==> config.mk <==
export PLATFORM = sky130hd
export DESIGN_NAME = rating_tally_ranker
export DESIGN_NICKNAME = d
export VERILOG_FILES = /design/src/sv/rtr_pkg.sv /design/src/sv/rating_tally_ranker.sv
export VERILOG_INCLUDE_DIRS = /design/src /design/src/sv
export SDC_FILE = /design/constraint.sdc
export NUM_CORES = 2
export LEC_CHECK = 0
export BUFFER_PORTS_ARGS = -buffer_cell sky130_fd_sc_hd__buf_4
export CAP_MARGIN = 20
export CELL_PAD_IN_SITES_DETAIL_PLACEMENT = 0
export CELL_PAD_IN_SITES_GLOBAL_PLACEMENT = 1
export CORE_MARGIN = 4
export CORE_UTILIZATION = 50
export DETAILED_ROUTE_END_ITERATION = 10
export PLACE_DENSITY_LB_ADDON = 0.25
export REMOVE_ABC_BUFFERS = 1
export SYNTH_ARGS = -nofsm -noshare
export SYNTH_HDL_FRONTEND = slang
export SYNTH_SLANG_ARGS = --single-unit
==> constraint.sdc <==
create_clock -name i_clk -period 14.75 [get_ports i_clk]
set_clock_uncertainty 0.2 [all_clocks]
set_input_delay 0.7375 -clock i_clk [delete_from_list [all_inputs] [get_ports i_clk]]
set_output_delay 0.7375 -clock i_clk [all_outputs]
set_load 0.03 [all_outputs]
==> src/sv/rating_tally_ranker_macros.svh <==
// ----------------------------------------------------------------------------
// rating_tally_ranker assertion macros
// Shared macros for the concurrent assertions of the rating tally ranker.
// ----------------------------------------------------------------------------
`ifndef RATING_TALLY_RANKER_MACROS_SVH
`define RATING_TALLY_RANKER_MACROS_SVH

// Checked on every rising edge outside of reset.
`define RTR_ASSERT(lbl, prop, msg) \
    lbl: assert property (@(posedge i_clk) disable iff (!i_rst_n) prop) else $error(msg);

// Checked on every rising edge, reset included.
`define RTR_ASSERT_ALWAYS(lbl, prop, msg) \
    lbl: assert property (@(posedge i_clk) prop) else $error(msg);

`endif

==> src/sv/rtr_pkg.sv <==
// ----------------------------------------------------------------------------
// rtr_pkg
// Request and result types and fixed constants of the rating tally ranker.
// ----------------------------------------------------------------------------
package rtr_pkg;

    localparam int TOTAL_W = 40;

    localparam logic CMD_ADD    = 1'b0;
    localparam logic CMD_REPORT = 1'b1;

    localparam logic signed [TOTAL_W-1:0] TOTAL_MAX = {1'b0, {(TOTAL_W-1){1'b1}}};
    localparam logic signed [TOTAL_W-1:0] TOTAL_MIN = {1'b1, {(TOTAL_W-1){1'b0}}};

    typedef struct packed {
        logic               cmd;
        logic [4:0]         candidate;
        logic signed [15:0] rating;
        logic               rating_absent;
        logic               last_of_ballot;
    } t_in;

    typedef struct packed {
        logic [4:0]                ranked_candidate;
        logic signed [TOTAL_W-1:0] total;
        logic [31:0]               ballots;
        logic                      last_result;
    } t_out;

endpackage

==> src/sv/rating_tally_ranker.sv <==
// ----------------------------------------------------------------------------
// rating_tally_ranker
// Saturating per-candidate rating totals with a ranked report readout.
// ----------------------------------------------------------------------------
// An add request (cmd 0) reads the candidate's total from the totals memory
// in the accept cycle, and the saturated sum is written back in the next
// cycle, during which o_ready is low. Absent ratings and out-of-range
// candidates complete in the accept cycle with no write-back. A report
// request (cmd 1) ranks the N used candidates by a repeated selection scan
// through one shared comparator: each rank scans all N entries, reading each
// from memory and then comparing it, and then loads the output register.
// That load waits while the consumer stalls the result channel.
// Results leave in descending total order with ties in ascending index order.
// The totals read as zero after reset through per-entry valid flags, so no
// clearing pass is needed. A finished result waits in the output register
// while the block returns to accepting requests.
// ----------------------------------------------------------------------------
module rating_tally_ranker
    import rtr_pkg::*;
#(
    parameter int NUM_CANDIDATES = 32
) (
    input  logic i_clk,
    input  logic i_rst_n,
    input  logic i_valid,
    output logic o_ready,
    input  t_in  i_data,
    output logic o_valid,
    input  logic i_ready,
    output t_out o_data
);

`include "rating_tally_ranker_macros.svh"

    // The candidate field is five bits wide, so at most 32 entries are ever used.
    localparam int DEPTH = (NUM_CANDIDATES < 32) ? NUM_CANDIDATES : 32;
    localparam int IDX_W = (DEPTH > 1) ? $clog2(DEPTH) : 1;
    localparam int CNT_W = $clog2(DEPTH + 1);

    typedef enum logic [2:0] {
        S_IDLE,
        S_ADD_WR,
        S_SC_RD,
        S_SC_CMP,
        S_LOAD
    } t_state;

    t_state r_state, n_state;

    // Totals memory, one read and one write port, registered read data.
    logic signed [TOTAL_W-1:0] r_mem [DEPTH];
    logic signed [TOTAL_W-1:0] r_rd_data;
    logic [IDX_W-1:0]          rd_addr;

    // Control and datapath registers.
    logic [DEPTH-1:0]          r_valid,   n_valid;
    logic                      r_rd_vld,  n_rd_vld;
    logic [CNT_W-1:0]          r_used,    n_used;
    logic [31:0]               r_ballots, n_ballots;
    logic [IDX_W-1:0]          r_cand,    n_cand;
    logic signed [15:0]        r_rating,  n_rating;
    logic [IDX_W-1:0]          r_k,       n_k;
    logic [CNT_W-1:0]          r_rank,    n_rank;
    logic [DEPTH-1:0]          r_emitted, n_emitted;
    logic                      r_have,    n_have;
    logic [IDX_W-1:0]          r_best,    n_best;
    logic signed [TOTAL_W-1:0] r_best_t,  n_best_t;
    logic                      r_out_vld, n_out_vld;
    t_out                      r_out,     n_out;

    logic                      in_acc;
    logic                      add_ok;
    logic signed [TOTAL_W-1:0] rd_val;
    logic signed [TOTAL_W:0]   sum;
    logic signed [TOTAL_W-1:0] sat_sum;
    logic                      k_last;
    logic                      rank_last;
    logic                      load_go;

    assign o_ready = (r_state == S_IDLE);
    assign o_valid = r_out_vld;
    assign o_data  = r_out;
    assign in_acc  = i_valid && o_ready;

    // Only a present rating for a candidate inside the table touches a total.
    assign add_ok = (i_data.cmd == CMD_ADD) && !i_data.rating_absent
                    && ({1'b0, i_data.candidate} < 6'(DEPTH));

    // While idle the memory is addressed straight from the request so that
    // the read of a candidate's total completes in the accept cycle.
    assign rd_addr = (r_state == S_IDLE) ? i_data.candidate[IDX_W-1:0] : r_k;

    // An entry never written since reset reads as zero.
    assign rd_val = r_rd_vld ? r_rd_data : '0;

    // The single shared adder: a 41-bit sum with saturation to 40 bits.
    assign sum     = {rd_val[TOTAL_W-1], rd_val}
                     + {{(TOTAL_W + 1 - 16){r_rating[15]}}, r_rating};
    assign sat_sum = (sum[TOTAL_W] != sum[TOTAL_W-1])
                     ? (sum[TOTAL_W] ? TOTAL_MIN : TOTAL_MAX)
                     : sum[TOTAL_W-1:0];

    assign k_last    = (CNT_W'(r_k) == CNT_W'(r_used - 1'b1));
    assign rank_last = (CNT_W'(r_rank + 1'b1) == r_used);
    assign load_go   = (r_state == S_LOAD) && (!r_out_vld || i_ready);

    always_comb begin
        n_state   = r_state;
        n_valid   = r_valid;
        n_rd_vld  = r_valid[rd_addr];
        n_used    = r_used;
        n_ballots = r_ballots;
        n_cand    = r_cand;
        n_rating  = r_rating;
        n_k       = r_k;
        n_rank    = r_rank;
        n_emitted = r_emitted;
        n_have    = r_have;
        n_best    = r_best;
        n_best_t  = r_best_t;
        n_out_vld = r_out_vld;
        n_out     = r_out;

        if (r_out_vld && i_ready) begin
            n_out_vld = 1'b0;
        end

        case (r_state)
            S_IDLE: begin
                if (in_acc) begin
                    if (i_data.cmd == CMD_ADD) begin
                        if (i_data.last_of_ballot) begin
                            n_ballots = r_ballots + 32'd1;
                        end
                        if (add_ok) begin
                            n_cand   = i_data.candidate[IDX_W-1:0];
                            n_rating = i_data.rating;
                            n_state  = S_ADD_WR;
                            if (CNT_W'(i_data.candidate[IDX_W-1:0]) >= r_used) begin
                                n_used = CNT_W'(i_data.candidate[IDX_W-1:0]) + 1'b1;
                            end
                        end
                    end else if (r_used != '0) begin
                        n_k       = '0;
                        n_rank    = '0;
                        n_emitted = '0;
                        n_have    = 1'b0;
                        n_state   = S_SC_RD;
                    end
                end
            end
            S_ADD_WR: begin
                n_valid[r_cand] = 1'b1;
                n_state         = S_IDLE;
            end
            S_SC_RD: begin
                n_state = S_SC_CMP;
            end
            S_SC_CMP: begin
                // Strictly greater wins, so equal totals keep the lower index.
                if (!r_emitted[r_k] && (!r_have || (rd_val > r_best_t))) begin
                    n_have   = 1'b1;
                    n_best   = r_k;
                    n_best_t = rd_val;
                end
                if (k_last) begin
                    n_state = S_LOAD;
                end else begin
                    n_k     = r_k + 1'b1;
                    n_state = S_SC_RD;
                end
            end
            S_LOAD: begin
                if (load_go) begin
                    n_out_vld                  = 1'b1;
                    n_out.ranked_candidate     = 5'(r_best);
                    n_out.total                = r_best_t;
                    n_out.ballots              = r_ballots;
                    n_out.last_result          = rank_last;
                    n_emitted[r_best]          = 1'b1;
                    n_rank                     = CNT_W'(r_rank + 1'b1);
                    n_k                        = '0;
                    n_have                     = 1'b0;
                    n_state                    = rank_last ? S_IDLE : S_SC_RD;
                end
            end
            default: begin
                n_state = S_IDLE;
            end
        endcase
    end

    always_ff @(posedge i_clk) begin
        if (!i_rst_n) begin
            r_state   <= S_IDLE;
            r_valid   <= '0;
            r_rd_vld  <= 1'b0;
            r_used    <= '0;
            r_ballots <= '0;
            r_rank    <= '0;
            r_emitted <= '0;
            r_have    <= 1'b0;
            r_out_vld <= 1'b0;
        end else begin
            r_state   <= n_state;
            r_valid   <= n_valid;
            r_rd_vld  <= n_rd_vld;
            r_used    <= n_used;
            r_ballots <= n_ballots;
            r_rank    <= n_rank;
            r_emitted <= n_emitted;
            r_have    <= n_have;
            r_out_vld <= n_out_vld;
        end
        r_cand   <= n_cand;
        r_rating <= n_rating;
        r_k      <= n_k;
        r_best   <= n_best;
        r_best_t <= n_best_t;
        r_out    <= n_out;
    end

    always_ff @(posedge i_clk) begin
        if (r_state == S_ADD_WR) begin
            r_mem[r_cand] <= sat_sum;
        end
        r_rd_data <= r_mem[rd_addr];
    end

    `RTR_ASSERT(a_used_in_range, r_used <= CNT_W'(DEPTH), "used count beyond table depth")
    `RTR_ASSERT(a_add_writes_next, in_acc && add_ok |=> r_state == S_ADD_WR, "add did not write back")
    `RTR_ASSERT(a_no_repeat, load_go |-> !r_emitted[r_best], "candidate reported twice")
    `RTR_ASSERT(a_rank_bound, r_state == S_LOAD |-> r_rank < r_used, "more results than used candidates")

endmodule

==> run summary <==
For the net total in the final layout, the log shows 5027. The flow ran to the end, and the final reports show no timing, DRC or antenna violations. Reg-to-reg startpoint: r_rd_vld. Summing all multi-input logic gate instances after layout gives 18200 µm². Fill cells in the final layout number 10300. The die width came out at 369 µm. After synthesis, the cell types taking the most area are edfxtp_1 66%, a211oi_1 5.3%, dfxtp_1 4.7%.

The maximum fanout encountered on the critical timing path was 47; the data arrival at the endpoint of the critical path was 6.41 ns. Synthesis instantiated 83 different standard cells from the library. The signed area change from the synthesized netlist to the final layout works out to 13.6%. The synthesized design contains 1583 register bits. The worst slew margin relative to its limit is 0.199, and the sum of negative setup slack is 0 ns. In this run the count of I/O pins placed on the die edge is 108. Summed over all cells, the static leakage comes to 0.0249 µW. The slowest stage of the critical path is the a21oi_2 cell. After synthesis the cells add up to 65300 µm². The most used flip-flop cell after synthesis is edfxtp_1. The proportion of synthesized chip area in sequential cells was 0.704; the total area of sequential cells was 46000 µm². In this run, the number of DRC markers left after iteration 0 of detailed routing was 3983.

Mean instance size in the synthesized netlist: 13.5 µm². The total area inside the core boundary comes to 130000 µm². For the worst setup path, the data required time is 14.97 ns.

Dividing the detail-routed wire length by the instance count gives 26.0 µm. In this run, synthesis inferred 1429 flip-flops with an integrated enable. Setup repair after global routing left no endpoint under its margin. The completed layout was analyzed and its total power is 10700 µW. For this design, the sink count on the clock tree is 1583. The post-route fraction of the period consumed by the critical path is 0.420, and the max-slew violation total from the final report is 0. The cell type contributing the most total cell area after synthesis was edfxtp_1. The critical path goes through buf_4 > nand2_1 > inv_1 > ha_1 > inv_1 > fa_1 > nand2b_1 > a211oi_1 > o21ai_0 > o31ai_1 > a21boi_2 > o211ai_1 > o221a_2 > nand2_2 > buf_4 > a21oi_2. The number of standard cells after synthesis came out at 4831. The die covers 136000 µm². The final layout contains routed wiring with a total length of 177000 µm.

The run gives 38500 as the via count of the first global-routing pass. During synthesis, Yosys emitted a total of 0 warnings. The tightest hold margin is 0.113 ns, and the slew of the pin with the lowest slew margin is 1.20 ns.

Entering global routing, the biggest net connects 223 pins. Clock tree synthesis inserted a total of 163 buffers. The residual antenna-violating net count after detailed routing was 0; the top achievable clock speed was 162 MHz. The height of the die came out at 369 µm. The critical path in this run is classified as reg -> reg. The worst register-to-register path has a setup slack of 8.56 ns.

At the later pin of the worst-skew pair, clock insertion delay measures 0.79 ns. The proportion of synthesized area in mux cells was 0.00552; the xor and xnor area share after synthesis was 0.0118. The launching instance or port of the critical path was r_rd_vld.

Using the TritonRoute via totals, the vias-per-cell ratio works out to 6.04. In this run the deepest clock path goes through 3 buffers. The endpoint identified for the worst register-to-register timing path is r_mem[16][37]. The total routing resource utilization after global routing is 0.255. Following the worst setup path forward leads to its endpoint at r_mem[16][37].

TritonCTS built the clock tree. The final critical path time including I/O delays and setup was 6.19 ns; the effective utilization at floorplan was 0.504. The simple-gate area share of the yosys netlist is 0.102. The largest single stage delay on the critical path is 0.95 ns. The number of gates resized after cts is 0. The cell depth of the worst min-delay path is 4, and the HPWL after detailed placement is 88500 µm.

The post-synthesis share of cell area spent on full adders, half adders and majority gates was 0.0177; the standard-cell row count was 132. The proportion of layout cells with a drive suffix above 1 works out to 0.111. The tools report the initial antenna violation count as 4. Routability-driven placement finished with a final weighted congestion of 0.846. The first-pass GRT wire length was 256000 µm; the depth of the CTS H-tree was 4. For the worst flop-to-flop path, the logic depth is 16.

The run gives 0 as the total count of hold-check failures in the final report. STA classifies the critical path endpoint as a flop. The worst setup path is launched from a flop.

The logs give 0 for the count of final setup violators and 122 µV for the maximum ir drop on the vdd rail. The number of detailed-route iterations in the first pass was 5; the number of vias in the routed layout was 41000. The number of buffer cells added on primary ports was 107.

The post-synthesis compound-gate area fraction is 0.135. CTS placed an instance of clkbuf_16 at the clock tree root. After clock tree synthesis, the clock-pin slew on the worst setup and hold paths is 0.06 ns.

By area, the combinational part of the netlist is dominated by compound AO/OA/AOI/OAI gates. Max-cap violations in this run came to 0. The fraction of post-synthesis cell area in the top cell type by area is 0.657. The async set-or-reset flop fraction in the synthesized netlist is 0. The total overflow left after global routing is 0. The path type of the worst min-delay path is in -> reg.

The number of remaining DRC errors was 0; the cell area power density was 145 nW/µm².
[registers in the layout (all words and copies together) (netlist names)]
name	flops
o_data	78
o_valid	1
r_ballots	32
r_best	5
r_best_t	40
r_cand	5
r_emitted	32
r_have	1
r_k	5
r_mem	1280
r_rank	6
r_rating	16
r_rd_data	40
r_rd_vld	1
r_state	3
r_used	6
r_valid	32
[per-layer routing]
| metal | GRT usage | share of wire |
|---|---|---|
| met1 | 0.354 | 0.42 |
| met2 | 0.413 | 0.47 |
| met3 | 0.0408 | 0.069 |
| met4 | 0.0851 | 0.033 |
| met5 | 0 | 0.000073 |
[what timing repair did]
item                                   4_1_cts  5_1_grt
endpoints found under the hold margin       22        0
hold buffers                                22        0
setup buffers                                0        0
setup endpoints to repair                    0        0
[layout by cell type (no fill, tap or decap), types with 21 or more instances in the layout]
cell	synthesis	routed
a211oi_1	462	462
a21o_1	77	77
a21oi_1	216	208
a311oi_1	164	164
a31oi_1	167	166
and2_1	379	379
buf_4	0	207
clkbuf_1	285	44
clkbuf_16	0	169
clkbuf_8	0	27
dfxtp_1	154	153
dlygate4sd3_1	0	22
edfxtp_1	1429	1429
ha_1	87	87
inv_1	64	63
nand2_1	717	717
nand3_1	35	35
nand4_1	21	21
nor2_1	106	74
nor2_4	0	33
nor2b_1	23	23
o21a_1	42	42
o21ai_0	50	35
xnor2_1	53	53
xor2_1	33	33
[kinds of logic (layout without fill, tap and decap cells)]
logic type,after synthesis,after routing
fa+ha+maj,93,93
mux,23,23
compound gates,1253,1253
flops,1583,1583
buf+inv,397,617
simple gates,1395,1395
xor+xnor,87,87
other cells,0,1
[how the worst min path moves through the flow]
| stage | start | end | slack (ns) |
|---|---|---|---|
| final | i_ready | r_state[2] | 0.11 |
| after global routing | i_ready | o_valid | 0.1 |
| after CTS | i_ready | r_state[2] | 0.05 |
| after detailed placement | r_best_t[37] | o_data[70] | 0.23 |
| after global placement | r_best_t[13] | o_data[46] | 0.24 |
| after floorplan | r_best_t[1] | o_data[34] | 0.23 |
[area by class of cell]
class,count,share of cell area
Inverter,65,0.00334
Clock buffer,242,0.0644
Timing Repair Buffer,247,0.0279
Sequential cell,1583,0.620
Multi-Input combinational cell,2851,0.246
Antenna cell,1,0.0000337
Tap cell,1742,0.0294
Clock inverter,63,0.00931
[Yosys cell counts (all sizes together) (33+ instances only)]
cell	count
o21ai	61
a211oi	462
buf	47
ha	87
and2	399
edfxtp	1429
nand2	719
a21o	77
xor2	33
inv	64
xnor2	54
a31oi	168
a311oi	164
nand3	35
a21oi	217
nor2	107
o21a	42
clkbuf	285
dfxtp	154
[stage by stage]
step	utilization	cell area [µm²]	std cells	worst slack, ns
3_3_place_gp	0.526	68200	6451	8.78
4_1_cts	0.570	73900	6778	8.55
3_5_place_dp	0.526	68200	6451	8.56
5_1_grt	0.572	74200	6793	8.11
6_report	0.572	74200	6794	8.56
2_1_floorplan	-	64000	4499	-14.65
[power by group]
part	internal (µW)	leakage, µW	switching, µW
clock	2460	0.00268	1690
sequential	5280	0.0141	33.6
combinational	363	0.00813	915
total	8100	0.0249	2640
[critical path, delay by kind of cell (launching register included)]
kind	cells	cell delay [ns]
AOI/OAI and AO/OA	7	2.91
adders and majority gates	2	0.60
buffers and inverters	4	1.03
DFF	1	0.32
and+or+nand+nor	3	0.65
(Power assumes the default switching activity.)
